`config.mk`:
```
export PLATFORM = sky130hd
export DESIGN_NAME = pfdf_ctrl
export DESIGN_NICKNAME = d
export VERILOG_FILES = /design/src/rtl/core/pfdf_pkg.sv /design/src/rtl/core/pfdf_ctrl.sv
export SDC_FILE = /design/constraint.sdc
export NUM_CORES = 1
export LEC_CHECK = 0
export BUFFER_PORTS_ARGS = -buffer_cell sky130_fd_sc_hd__buf_4
export CAP_MARGIN = 20
export CORE_AREA = 5 5 42 44
export DETAILED_ROUTE_END_ITERATION = 12
export DIE_AREA = 0 0 47 49
export HOLD_SLACK_MARGIN = 0.15
export SLEW_MARGIN = 20
export SYNTH_ARGS = -nofsm -noshare
export SYNTH_HDL_FRONTEND = slang
export SYNTH_SLANG_ARGS = --single-unit
```
`constraint.sdc`:
```
create_clock -name clk_i -period 1.8 [get_ports clk_i]
set_clock_uncertainty 0.05 [all_clocks]
set_input_delay 0.45 -clock clk_i [delete_from_list [all_inputs] [get_ports clk_i]]
set_output_delay 0.45 -clock clk_i [all_outputs]
set_load 0.05 [all_outputs]
```
`src/rtl/core/pfdf_pkg.sv`:
```
// ----------------------------------------------------------------------------
// pfdf_pkg
// Shared types and constants for the palette frame buffer with dirty flush.
// ----------------------------------------------------------------------------
`default_nettype none

package pfdf_pkg;

  localparam int FrameWidthDef  = 128;
  localparam int FrameHeightDef = 128;
  localparam int IndexBitsDef   = 4;

  localparam int OutColorBits = 16;
  localparam int CmdBits      = 3;
  localparam int PosBits      = 7;
  localparam int PortIdxBits  = 4;
  localparam int CfgAddrBits  = 3;
  localparam int CfgDataBits  = 16;
  localparam int SizeBits     = 8;
  localparam int MarkBits     = 2;

  localparam logic [MarkBits-1:0] MarkNone  = 2'd0;
  localparam logic [MarkBits-1:0] MarkOnce  = 2'd1;
  localparam logic [MarkBits-1:0] MarkDirty = 2'd2;

  typedef enum logic [CmdBits-1:0] {
    CMD_SET_PIXEL   = 3'd0,
    CMD_GET_PIXEL   = 3'd1,
    CMD_CLEAR       = 3'd2,
    CMD_FLUSH_STEP  = 3'd3,
    CMD_SET_PALETTE = 3'd4
  } cmd_e;

  typedef enum logic [CfgAddrBits-1:0] {
    REG_USED_WIDTH        = 3'd0,
    REG_USED_HEIGHT       = 3'd1,
    REG_SCALE_HORIZONTAL  = 3'd2,
    REG_SCALE_VERTICAL    = 3'd3,
    REG_OFFSET_HORIZONTAL = 3'd4,
    REG_OFFSET_VERTICAL   = 3'd5,
    REG_CLEAR_INDEX       = 3'd6
  } cfg_reg_e;

  typedef enum logic [2:0] {
    ST_INIT,
    ST_IDLE,
    ST_READ,
    ST_EXEC,
    ST_SWEEP
  } ctrl_state_e;

  typedef struct packed {
    logic latch;
    logic exec;
    logic sweep;
    logic sweep_init;
    logic finish;
  } dp_ctrl_t;

  typedef struct packed {
    logic sweep_last;
  } dp_status_t;

endpackage

`default_nettype wire

```
`src/rtl/core/pfdf_ctrl.sv`:
```
// ----------------------------------------------------------------------------
// pfdf_ctrl
// Command sequencer: reset clearing pass, read/execute steps and clear sweep.
// ----------------------------------------------------------------------------
`default_nettype none

module pfdf_ctrl
  import pfdf_pkg::*;
(
  input  wire logic               clk_i,
  input  wire logic               rst_ni,
  input  wire logic               start_i,
  input  wire logic [CmdBits-1:0] cmd_i,
  input  wire dp_status_t         status_i,
  output dp_ctrl_t                ctrl_o,
  output logic                    busy_o
);

  ctrl_state_e state_q, state_d;

  always_ff @(posedge clk_i or negedge rst_ni) begin
    if (!rst_ni) begin
      state_q <= ST_INIT;
    end else begin
      state_q <= state_d;
    end
  end

  always_comb begin
    state_d = state_q;
    case (state_q)
      ST_INIT: begin
        if (status_i.sweep_last) begin
          state_d = ST_IDLE;
        end
      end
      ST_IDLE: begin
        if (start_i) begin
          state_d = (cmd_e'(cmd_i) == CMD_CLEAR) ? ST_SWEEP : ST_READ;
        end
      end
      ST_READ:  state_d = ST_EXEC;
      ST_EXEC:  state_d = ST_IDLE;
      ST_SWEEP: begin
        if (status_i.sweep_last) begin
          state_d = ST_IDLE;
        end
      end
      default:  state_d = ST_INIT;
    endcase
  end

  always_comb begin
    ctrl_o = '0;
    busy_o = 1'b1;
    case (state_q)
      ST_INIT: begin
        ctrl_o.sweep      = 1'b1;
        ctrl_o.sweep_init = 1'b1;
      end
      ST_IDLE: begin
        busy_o       = 1'b0;
        ctrl_o.latch = start_i;
      end
      ST_READ: ;
      ST_EXEC: ctrl_o.exec = 1'b1;
      ST_SWEEP: begin
        ctrl_o.sweep  = 1'b1;
        ctrl_o.finish = status_i.sweep_last;
      end
      default: ;
    endcase
  end

`ifndef ASSERT_OFF
  a_exec_after_read: assert property (@(posedge clk_i) disable iff (!rst_ni)
    state_q == ST_EXEC |-> $past(state_q) == ST_READ)
    else $error("execute step without read step");
  a_no_accept_busy: assert property (@(posedge clk_i) disable iff (!rst_ni)
    ctrl_o.latch |-> state_q == ST_IDLE && !ctrl_o.sweep)
    else $error("command latched while busy");
  a_finish_ends: assert property (@(posedge clk_i) disable iff (!rst_ni)
    ctrl_o.finish |=> state_q == ST_IDLE)
    else $error("clear sweep did not return to idle");
`endif

endmodule

`default_nettype wire

```
======== Word-level counts from Yosys, hierarchy flattened ========
Cells that the tools add are included.
word-level totals
  bits in registers ....................... 3
  bits of input ports ..................... 7
  output and inout port bits .............. 6
  logic and storage cells ................. 21
cells by class
  equal/unequal tests ..................... 7
  mux-type cells .......................... 10
  reduce and logical (&&, ||, !) cells .... 3
operator list
  cell                count
  $pmux 3 s4          1
  $eq 3x2->1 const B  3
  $mux 3              3
  $mux 1              6
  $eq 3x1->1 const B  1
  $eq 3x3->1 const B  1
  $logic_not 3->1     1
  $ne 2x1->1 const B  1
  $ne 2x2->1 const B  1
  $reduce_and 2->1    1
  $reduce_or 2->1     1

======== Longest topological paths before layout ========
Gate-level depths: netlist (run 1).
  word-level depth ........................ 4
  mapped depth ............................ 3
  depth with buffers taken out ............ 3

======== Worst setup path after synthesis (run 1) ========
Ideal clock, no wire load.
  path kind ............................... register -> output
  start point ............................. register state_q[0]
  end point ............................... output port ctrl_o[0] (netlist name)
  arrival ................................. 1.729 ns
  data required time ...................... 1.300 ns
  path slack .............................. -0.429 ns
  stages on the path, launching flop included .. 3
  path buffers ............................ 0
  cell sequence ........................... dfrtp_1 -> nor2_1 -> and3_1
RTL lines
  element                   RTL line         RTL
  start: declaration        pfdf_ctrl.sv:19  ctrl_state_e state_q, state_d;
  start signal: assignment  pfdf_ctrl.sv:25  state_q <= state_d;
  end: declaration          pfdf_ctrl.sv:15  output dp_ctrl_t ctrl_o,

==> qor.yml, run 1 <==
status: "completed"
layout-drive-gt1-share_pct: 60.0
die_width_um: 47
grt_pass1_wl_um: 890
first_pass_iters: 2
grt_max_degree: 8
hold_start: "start_i"
grt_util_all_layers_pct: 5.58
gp_congestion: 0.615
antennaDiodeCount: 0
slew_violations: 0
synth_top_cell_by_area: "dfrtp_1"
worst_slack_ns: 0.0802
yosysMostFrequentCell: "inv_1"
relSlewSlack_pct: 81.1
comb_power_share_pct: 63.8
path_clk_slew_ns: 0.04
drtIter0Drc: 2
timing.setup.critical_path_class: "reg2out"
clkSinkCount: 3
grt_overflow_total: 0
io_pins: 13
numCtsBuffers: 3
required_ns: 1.30
postRouteAntennaNets: 0
path_max_fanout: 5
rows: 14
path_delay_family: "flip-flops"
synth_flop_cell: "dfrtp_1"
synth_top_family_by_area: "simple AND/OR/NAND/NOR gates"
hold_viol: 0
synth_fa_ha_area_share_pct: 0
cts_root_buf: "clkbuf_4"
synth_cell_type_count: 13
via_per_inst: 3.80
synth_edf_count: 0
synth_compound_area_share_pct: 10.7
hp-class: "in2reg"
fin_nets: 48
synth_area_leaders: "dfrtp_1 43%, inv_1 8.6%, nor3b_1 8.6%"
clock_latency_ns: 0.23
cp_slowest_cell: "dfrtp_2"
p_per_area_nw_per_um2: 1940
ir_drop_v: 0.000395
first_global_vias: 216
arrival_ns: 1.22
yosys_warnings: 0
clkPwrFrac_pct: 16.5
holdWs_ns: 0.412
syn2layout_area_growth_pct: 107
portBuffers: 12
clock_path_buffers: 2
crit_chain: "nor3b_4, nand2_1, inv_1, buf_6"
drc_errors: 0
clock.fmax_ghz: 0.581
core_sq_um: 1400
switchingPower_mw: 0.359
startpoint_type: "flip-flop"
period_minus_slack_ns: 1.72
wl_per_cell_um: 9.84
setup_viol: 0
avgSynthCellArea_sq_um: 8.34
ys_seq_elements: 3
post-route-period-util_pct: 95.5
routed_wl_um: 551
dp.cells: 49
crit_path_max_incr_delay_ns: 0.43
crit_buf_inv: 2
die_h_um: 49
synthTopCellsByCount: "4 x inv_1, 3 x dfrtp_1, 3 x nand2_1, 2 x nor3b_1"
fin_util_pct: 25.9
final-instance-count-excl-fill: 56
holdPathEnd: "state_q[2]$_DFFE_PN0P_"
synth-simple-area-share_pct: 37.9
dp_slack_ns: 0.258
crit_path_end_kind: "output pin"
r2r-end: "state_q[1]$_DFFE_PN0P_"
rr_worst_depth: 3
grt_setup_unrepaired: "false"
via_count: 213
syn_inst: 21
dieArea_sq_um: 2300
synthMuxAreaShare_pct: 0
antenna_found_initial: 0
worst_pin_slew_ns: 0.283
tritoncts: "yes"
start_util_pct: 12.5
top_regs: "state_q x3"
yosysSeqAreaShare_pct: 42.9
r2r_setup_slack_ns: 0.71
synth_top_area_share_pct: 42.9
tns_ns: 0
syn-num-nets: 28
synth_area_sq_um: 175
synth_async_sr_flop_share_pct: 100
power_frac_seq_pct: 19.6
htree_levels: 1
r2r-start: "state_q[2]$_DFFE_PN0P_"
synthXorXnorAreaFrac_pct: 0
sw_frac_of_total_pct: 51.1
place_hpwl_um: 434
p_leak_nw: 0.181
p_int_mw: 0.343
max_cap_viol_count: 0
top_register: "state_q"
min_path_cells: 3
largest_reg_flops: 3
## area by class of cell
cell class | count | area [sq um]
clock buffer | 4 | 26.3
fill | 166 | 1040
inverter | 4 | 15.0
multi-input combinational | 14 | 104
sequential | 3 | 78.8
tap | 16 | 20.0
timing repair buffer | 15 | 119
## through the flow
stage	instance area [sq um]	total power, mW
after floorplan	188	0.419
final	363	0.702
after detailed placement	298	0.542
after global placement	298	0.535
after global routing	363	0.758
after CTS	334	0.668
## worst max path at each step
stage                                      start         to  slack (ns)  cells after the start
after floorplan           state_q[0]$_DFFE_PN0P_  ctrl_o[0]       -0.17                      2
after global placement    state_q[1]$_DFFE_PN0P_  ctrl_o[4]        0.29                      4
after detailed placement  state_q[1]$_DFFE_PN0P_  ctrl_o[4]        0.26                      4
after CTS                 state_q[0]$_DFFE_PN0P_  ctrl_o[4]       0.001                      4
after global routing      state_q[1]$_DFFE_PN0P_  ctrl_o[4]       0.004                      4
final                     state_q[2]$_DFFE_PN0P_  ctrl_o[4]        0.08                      4
## worst reg2reg max path: cells and delay by family, from the launching register on
family	cells	cell delay (ns)
AOI/OAI and AO/OA	1	0.15
DFF	1	0.43
and+or+nand+nor	2	0.34
## layer usage
layer / vias to the layer above / share of wire, % / global-route usage (%)
met5: - / 0 / 0
met4: 0 / 0 / 4.15
met3: 0 / 10 / 4.06
met2: 6 / 58 / 7.69
met1: 97 / 31 / 5.53
li1: 110 / - / -
## layout by cell type, fill, tap and decap left out, types with 3 or more instances in the layout
cell type / netlist / routed
dfrtp_2: 0 / 3
inv_1: 4 / 4
clkbuf_4: 0 / 3
buf_4: 0 / 13
nand2_1: 3 / 3
## kinds of logic after synthesis
kind of cell,after synthesis
AO/OA/AOI/OAI,3
buffers and inverters,4
flip-flops,3
AND/OR/NAND/NOR,11
## what timing repair did
item | CTS | global route
hold buffers | 1 | 0
hold endpoints to repair | 3 | 0
buffers inserted | 0 | 2
setup endpoints to repair | 0 | 2
gates resized for setup | 0 | 5
## power groups by stage
stage / combinational (mW) / clock, mW / sequential (mW)
floorplan: 0.297 / 0 / 0.122
global placement: 0.408 / 0 / 0.127
detailed placement: 0.412 / 0 / 0.130
CTS: 0.414 / 0.124 / 0.129
global route: 0.478 / 0.135 / 0.146
finish: 0.448 / 0.116 / 0.138
(Power assumes the default switching activity.)
==> run 2: changes to the inputs <==
==> constraint.sdc (replaced) <==
create_clock -name clk_i -period 1.57 [get_ports clk_i]
set_clock_uncertainty 0.05 [all_clocks]
set_input_delay 0.3925 -clock clk_i [delete_from_list [all_inputs] [get_ports clk_i]]
set_output_delay 0.3925 -clock clk_i [all_outputs]
set_load 0.05 [all_outputs]
==> qor.yml, run 2 (synthesis results as in run 1) <==
violations: "setup timing"
path_clk_slew_ns: 0.04  # about the same
tns_ns: -0.215  # was 0 ns
antennaDiodeCount: 0  # unchanged
numCtsBuffers: 3  # unchanged
relSlewSlack_pct: 78.2  # was 81.1%
first_pass_iters: 2  # unchanged
htree_levels: 1  # unchanged
r2r-start: "state_q[1]$_DFFE_PN0P_"  # was state_q[2]$_DFFE_PN0P_
hold_viol: 0  # unchanged
post-route-period-util_pct: 105
crit_path_max_incr_delay_ns: 0.45  # was 0.43 ns
crit_chain: "nor3b_4, nand2_1, inv_1, buf_6"  # unchanged
slew_violations: 0  # unchanged
via_count: 224  # was 213
cts_root_buf: "clkbuf_4"  # unchanged
core_sq_um: 1400  # unchanged
arrival_ns: 1.21  # was 1.22 ns
r2r_setup_slack_ns: 0.45  # was 0.71 ns
r2r-end: "state_q[1]$_DFFE_PN0P_"  # unchanged
crit_end: "ctrl_o[4]"  # unchanged
startpoint: "state_q[1]$_DFFE_PN0P_"  # was state_q[2]$_DFFE_PN0P_
die_width_um: 47  # unchanged
place_hpwl_um: 458  # was 434 um
worst_pin_slew_ns: 0.326  # was 0.283 ns
wl_per_cell_um: 10.2  # was 9.84 um
startpoint_type: "flip-flop"  # unchanged
rr_worst_depth: 3  # unchanged
antenna_found_initial: 0  # unchanged
mostFrequentLayoutCell: "buf_4"  # unchanged
drc_errors: 0  # unchanged
path_max_fanout: 5  # unchanged
clkSinkCount: 3  # unchanged
die_h_um: 49  # unchanged
via_per_inst: 3.93  # was 3.80
largest_reg_flops: 3  # unchanged
clock_latency_ns: 0.23  # about the same
grt_setup_unrepaired: "true"  # was false
postRouteAntennaNets: 0  # unchanged
grt_pass1_wl_um: 910  # was 890 um
required_ns: 1.13  # was 1.30 ns
final_cell_mix: "10 x buf_4, 5 x buf_6, 4 x inv_1"  # was 13 x buf_4, 4 x inv_1, 3 x nand2_1, 3 x clkbuf_4, 3 x dfrtp_2
post-route-cell-area_sq_um: 389  # was 363 sq um
grt_overflow_total: 0  # unchanged
cp_slowest_cell: "dfrtp_2"  # unchanged
worst_slack_ns: -0.0850  # was 0.0802 ns
p_total_mw: 0.849  # was 0.702 mW
rows: 14  # unchanged
dieArea_sq_um: 2300  # unchanged
timing.setup.critical_path_class: "reg2out"  # unchanged
io_pins: 13  # unchanged
portBuffers: 12  # unchanged
clock_path_buffers: 2  # unchanged
crit_path_end_kind: "output pin"  # unchanged
hp-class: "in2reg"  # unchanged
grt_util_all_layers_pct: 5.93  # was 5.58%
setup_viol: 4  # was 0
clock.fmax_ghz: 0.604
start_util_pct: 12.5  # unchanged
period_minus_slack_ns: 1.65
layout-drive-gt1-share_pct: 58.5  # was 60.0%
top_regs: "state_q x3"  # unchanged
tritoncts: "yes"  # unchanged
min_path_cells: 3  # unchanged
ir_drop_v: 0.000456  # was 0.000395 V
gp_congestion: 0.615  # about the same
max_cap_viol_count: 0  # unchanged
top_register: "state_q"  # unchanged
drtIter0Drc: 1  # was 2
first_global_vias: 231  # was 216
syn2layout_area_growth_pct: 122  # was 107%
status: "finished, violations left"  # was completed
fin_nets: 49  # was 48
routed_wl_um: 583  # was 551 um
dpl_cell_area_sq_um: 305  # was 298 sq um
grt_max_degree: 7  # was 8
p_per_area_nw_per_um2: 2180  # was 1940 nW/um^2
p_leak_nw: 0.194  # was 0.181 nW
-- run 2: changes by cell type in the layout (fill, tap and decap cells not counted), sizes merged --
cell  delta
buf      +1
-- run 2: stage by stage --
stage | cells | hold WS [ns] | utilization (%) | worst slack [ns]
floorplan | 21 | 0.0469 | - | -0.338
global placement | 50 | 0.133 | 21.8 | 0.100
detailed placement | 50 | 0.135 | 21.8 | 0.101
CTS | 57 | 0.337 | 27.4 | -0.0824
global route | 57 | 0.380 | 27.8 | -0.138
finish | 57 | 0.340 | 27.8 | -0.0850
-- run 2: what timing repair did --
item | CTS | global route
buffers inserted | 2 | 0
endpoints found under the setup margin | 5 | 6
pin swaps | 2 | 0
hold endpoints to repair | 3 | 0
resized for setup | 8 | 1
hold buffers | 1 | 0
-- run 2: per-layer routing --
layer / wire (um) / vias to the layer above / track usage, %
met3: 63 / 0 / 2.95
met5: 0 / - / 0
met4: 0 / 0 / 5.53
met1: 161 / 106 / 5.54
li1: - / 112 / -
met2: 358 / 6 / 8.82
-- run 2: area by class of cell --
cell class | instances | area, sq um
repair buffers | 16 | 141
well taps | 16 | 20.0
clock buffers | 4 | 26.3
inverters | 4 | 15.0
flip-flops and latches | 3 | 77.6
multi-input cells | 14 | 109
fillers | 170 | 1010
-- run 2: where the power goes --
| part | switching, mW | internal, mW | leakage [nW] | total, mW |
|---|---|---|---|---|
| clock network | 0.0392 | 0.0952 | 0.0150 | 0.134 |
| registers | 0.0548 | 0.109 | 0.0358 | 0.163 |
| logic | 0.334 | 0.218 | 0.143 | 0.552 |
| total | 0.428 | 0.421 | 0.194 | 0.849 |
-- run 2: critical path, delay by kind of cell (launching register included) --
family | cells | cell delay [ns]
buffers and inverters | 2 | 0.22
DFF | 1 | 0.45
and+or+nand+nor | 2 | 0.31
-- run 2: worst min path at each step --
| stage | endpoint | slack (ns) | start |
|---|---|---|---|
| 4_1_cts | state_q[0]$_DFFE_PN0P_ | 0.34 | status_i |
| 2_1_floorplan | state_q[0]$_DFFE_PN0P_ | 0.05 | rst_ni |
| 3_3_place_gp | state_q[2]$_DFFE_PN0P_ | 0.13 | rst_ni |
| 6_report | state_q[0]$_DFFE_PN0P_ | 0.34 | status_i |
| 5_1_grt | state_q[0]$_DFFE_PN0P_ | 0.38 | status_i |
| 3_5_place_dp | state_q[0]$_DFFE_PN0P_ | 0.13 | rst_ni |
